## src/hw/rtl/sobel_pkg.sv

```systemverilog
// Shared types and constants for the RGB Sobel edge magnitude unit.
package sobel_pkg;

  localparam int CHAN_W         = 8;
  localparam int PIX_W          = 3 * CHAN_W;
  localparam int CFG_W          = 12;
  localparam int CFG_AW         = 1;
  localparam int COORD_W        = 11;
  localparam int EDGE_W         = 8;
  localparam int GRAD_W         = 11;
  localparam int RES_W          = EDGE_W + 2 * COORD_W;
  localparam int OUT_W          = 32;
  localparam int DEF_MAX_WIDTH  = 2048;
  localparam int DEF_MAX_HEIGHT = 2048;
  localparam int RESET_WIDTH    = 1280;
  localparam int RESET_HEIGHT   = 720;
  localparam int MIN_SIZE       = 3;
  localparam int FIFO_DEPTH     = 8;
  localparam int FIFO_AW        = $clog2(FIFO_DEPTH);
  localparam int FIFO_CW        = $clog2(FIFO_DEPTH + 1);

  localparam logic [EDGE_W-1:0] EDGE_MAX = 8'd255;

  typedef enum logic [CFG_AW-1:0] {
    CFG_FRAME_WIDTH  = 1'b0,
    CFG_FRAME_HEIGHT = 1'b1
  } sobel_cfg_idx_t;

  typedef struct packed {
    logic               emit;
    logic [COORD_W-1:0] col;
    logic [COORD_W-1:0] row;
  } sobel_meta_t;

  typedef struct packed {
    logic               valid;
    logic [EDGE_W-1:0]  edge_value;
    logic [COORD_W-1:0] col;
    logic [COORD_W-1:0] row;
  } sobel_res_t;

endpackage

```

## src/hw/rtl/sobel_kernel.sv

```systemverilog
// Per-channel Sobel gradients over the 3x3 window and weighted channel combination.
module sobel_kernel
  import sobel_pkg::*;
(
  input  logic                  clk,
  input  logic                  rst_n,
  input  logic                  in_valid,
  input  logic [8:0][PIX_W-1:0] window,
  input  sobel_meta_t           meta,
  output sobel_res_t            res
);

  function automatic logic [9:0] abs_diff(input logic [9:0] a, input logic [9:0] b);
    return (a > b) ? (a - b) : (b - a);
  endfunction

  function automatic logic [GRAD_W-1:0] chan_grad(input logic [8:0][CHAN_W-1:0] p);
    logic [9:0] xp;
    logic [9:0] xn;
    logic [9:0] yp;
    logic [9:0] yn;
    xp = 10'(p[2]) + 10'({p[5], 1'b0}) + 10'(p[8]);
    xn = 10'(p[0]) + 10'({p[3], 1'b0}) + 10'(p[6]);
    yp = 10'(p[0]) + 10'({p[1], 1'b0}) + 10'(p[2]);
    yn = 10'(p[6]) + 10'({p[7], 1'b0}) + 10'(p[8]);
    return GRAD_W'(abs_diff(xp, xn)) + GRAD_W'(abs_diff(yp, yn));
  endfunction

  logic [2:0][GRAD_W-1:0] grad;
  logic [2:0][GRAD_W-1:0] grad_r;
  sobel_meta_t            meta_r;
  logic                   vld_r;
  logic [GRAD_W+1:0]      sum;
  logic [GRAD_W-1:0]      quot;

  always_comb begin
    logic [8:0][CHAN_W-1:0] p;
    for (int ch = 0; ch < 3; ch++) begin
      for (int k = 0; k < 9; k++) begin
        p[k] = window[k][CHAN_W*ch +: CHAN_W];
      end
      grad[ch] = chan_grad(p);
    end
  end

  always_ff @(posedge clk) begin
    if (!rst_n) begin
      vld_r <= 1'b0;
    end else begin
      vld_r <= in_valid;
    end
    grad_r <= grad;
    meta_r <= meta;
  end

  assign sum  = (GRAD_W+2)'({grad_r[0], 1'b0}) + (GRAD_W+2)'(grad_r[1])
              + (GRAD_W+2)'(grad_r[2]);
  assign quot = sum[GRAD_W+1:2];

  always_comb begin
    res.valid      = vld_r;
    res.edge_value = (quot > GRAD_W'(EDGE_MAX)) ? EDGE_MAX : quot[EDGE_W-1:0];
    res.col        = meta_r.col;
    res.row        = meta_r.row;
  end

endmodule

```

## config.mk

```make
export PLATFORM = sky130hd
export DESIGN_NAME = sobel_kernel
export DESIGN_NICKNAME = d
export VERILOG_FILES = /design/src/hw/rtl/sobel_pkg.sv /design/src/hw/rtl/sobel_kernel.sv
export SDC_FILE = /design/constraint.sdc
export NUM_CORES = 1
export LEC_CHECK = 0
export ABC_AREA = 1
export BUFFER_PORTS_ARGS = -buffer_cell sky130_fd_sc_hd__buf_2
export CAP_MARGIN = 20
export CORE_UTILIZATION = 60
export CTS_BUF_LIST = sky130_fd_sc_hd__clkbuf_16
export DETAILED_ROUTE_END_ITERATION = 8
export GPL_TIMING_DRIVEN = 0
export PLACE_DENSITY = 0.82
export SYNTH_ARGS = -nofsm -noshare
export SYNTH_HDL_FRONTEND = slang
export SYNTH_SLANG_ARGS = --single-unit
```

## constraint.sdc

```tcl
create_clock -name clk -period 7.5 [get_ports clk]
set_input_delay 1.125 -clock clk [delete_from_list [all_inputs] [get_ports clk]]
set_output_delay 1.125 -clock clk [all_outputs]
set_load 0.005 [all_outputs]
```

==> reports/summary.txt <==
Global-route track usage on met2: 0.525
DIE WIDTH: 167 um
RSZ-0062 raised after global routing: no
Initial antenna violation count: 0
Wirelength per Cell: 13.5 um
Flops & latches, synth: 56
Synth Warn #: 0
Clock root cell: clkbuf_16
WL final: 41700 um
Placer congestion estimate: 0.962
Max Freq: 0.177 GHz
CTS Hold Buffers Added: 0
Ys flop type: dfxtp_1
Die footprint: 27800 um^2
Critical path data required time: 7.72 ns
Row cnt: 59
Crit path launch type: input pin
Post-synth EDFFs: 0
Max clock buf depth: 2
Vias in the first global route: 15400
HPWL after detailed placement: 37200 um
Pre-Repair DR Iteration Count: 6
Status: completed
Fillers: 2385
Fraction of layout instances using a drive strength above 1: 0.115
Postcts setup bufs: 0
CP Capture Type: register
CP Class: in2reg
Worst-path fanout max: 6
Most frequent cells in the layout: nand2_1, inv_1, ha_1
Die H: 167 um
Initial DRC count: 1189
# DRC: 0
Worst setup path startpoint: window[57]
I/O pins: 273
# clock sinks: 56
Inserted Diodes: 0
Slew margin rel.: 0.707
Worst Setup EP: grad_r[18]
Area growth syn-to-layout: 11.1%
All-Layer GR Usage: 0.299
Largest net degree at the start of global routing: 21
Commonest non-fill, non-tap cell in the layout: nand2_1
Clock Pin Slew Worst Setup and Hold Paths: 0.08 ns
Mapped Nets: 3139
TritonCTS clock tree: yes
HP Class: in2reg
Setup TNS: 0 ns
Post-CTS Resized: 0
Max-cap check violation count: 0
Hold Fails Final Rpt: 0
Minimum clock period: 5.65 ns
Effective utilization at floorplan: 0.618
Post-Syn Area: 16300 um^2
Tcrit/Tclk final: 0.754
Met3 usage: 0.0209
Max-slew violation count: 0
Setup violations, final: 0
Vias post-DR: 16400
CTS buffer count: 5
Data arrival, critical path: 5.88 ns
Port Buf Inserts: 247
Global Route met1 Usage: 0.402
Synth async-reset ratio: 0
Core region area: 26400 um^2
Grt total ovfl: 0
H-tree depth: 2
Routed Antenna Nets: 0
Post-synth cell types: 34
Vias per cell: 5.27
Cells after Synth: 2513
Top Usage Layer GRT: met2
Final net count: 3393
Tightest Pin Transition: 0.435 ns
Sequential area share after synthesis: 0.0689
First-pass GRT wire length: 69700 um
Mapped Avg Cell Area: 6.48 um^2
registers in the layout, indices dropped and copies added, names as in the netlist:
name,count
grad_r,33
res,22
vld_r,1
worst min-delay path by stage:
stage	from	end	slack, ns	cells after the start
after floorplan	meta[0]	res[0]	1.15	0
after global placement	meta[9]	res[9]	1.23	1
after detailed placement	meta[13]	res[13]	1.23	1
after CTS	meta[17]	res[17]	0.92	1
after global routing	meta[9]	res[9]	0.92	1
final	meta[17]	res[17]	0.93	1
metrics by stage:
stage	instances	worst slack (ns)	hold WS [ns]	utilization	instance area (um^2)
finish	3103	1.85	0.928	0.686	18100
global route	3103	1.50	0.921	0.686	18100
CTS	3103	1.92	0.924	0.686	18100
detailed placement	3095	1.65	1.23	0.680	17900
global placement	3095	1.68	1.23	0.680	17900
floorplan	2513	2.33	1.15	-	16300
layout make-up:
class	count	area [um^2]	area share
multi-input cells	1899	13000	0.719
inverters	541	2030	0.112
repair buffers	247	1240	0.0683
flip-flops and latches	56	1120	0.0620
well taps	335	419	0.0232
plain buffers	17	128	0.00706
clock buffers	5	125	0.00692
clock inverters	3	28.8	0.00159
cell usage after synthesis, types with 5 or more instances:
cell type,number,area (um^2)
nor3_1,16,80.1
inv_1,535,2010
o21ai_1,13,65.1
nand4_1,39,244
nor2_2,10,62.6
nand2_1,734,2760
o21ai_0,40,200
buf_6,6,67.6
a21oi_1,143,716
ha_1,262,3280
nor2_1,135,507
xor2_1,109,955
or2_2,8,50.1
dfxtp_1,56,1120
nand2_2,12,75.1
o211ai_1,23,173
clkbuf_2,5,25.0
o21bai_1,13,97.6
a21o_1,6,45.0
fa_1,122,2440
xnor2_1,27,236
nand3_1,167,836
critical path, cell delays in order:
cell	delay, ns
buf_2	0.07
inv_1	0.06
fa_1	0.56
inv_1	0.05
ha_1	0.21
fa_1	0.46
nand3_1	0.10
nand3_1	0.16
nand2_1	0.10
nand2_1	0.05
a21oi_1	0.24
xor2_1	0.12
ha_1	0.40
nand2_1	0.12
nor2_1	0.14
nand3_1	0.09
nand3_1	0.10
nand2_2	0.10
inv_1	0.19
nand2_1	0.07
nand2_1	0.09
inv_1	0.06
ha_1	0.36
nand2_1	0.10
o21ai_0	0.37
nand3_1	0.14
nand2_1	0.10
xor2_1	0.15
cell families (layout without fill, tap and decap cells):
logic type                 count (synthesis)  after routing  share of synthesized area
AOI/OAI and AO/OA                        249            249                     0.0851
xor gates and xnor gates                 136            136                     0.0732
DFF                                       56             56                     0.0689
adders and majority gates                384            384                      0.351
buffers and inverters                    558            813                      0.133
and+or+nand+nor                         1130           1130                      0.289
layer usage:
| metal | up-vias | part of all wire |
|---|---|---|
| met5 | - | 0 |
| met4 | 0 | 0.021 |
| met3 | 69 | 0.053 |
| met2 | 557 | 0.47 |
| met1 | 7427 | 0.46 |
| li1 | 8307 | - |
Power is left out: the tool's default activity adds up to more than one toggle a clock period on the data nets, which glitch-free logic cannot reach.
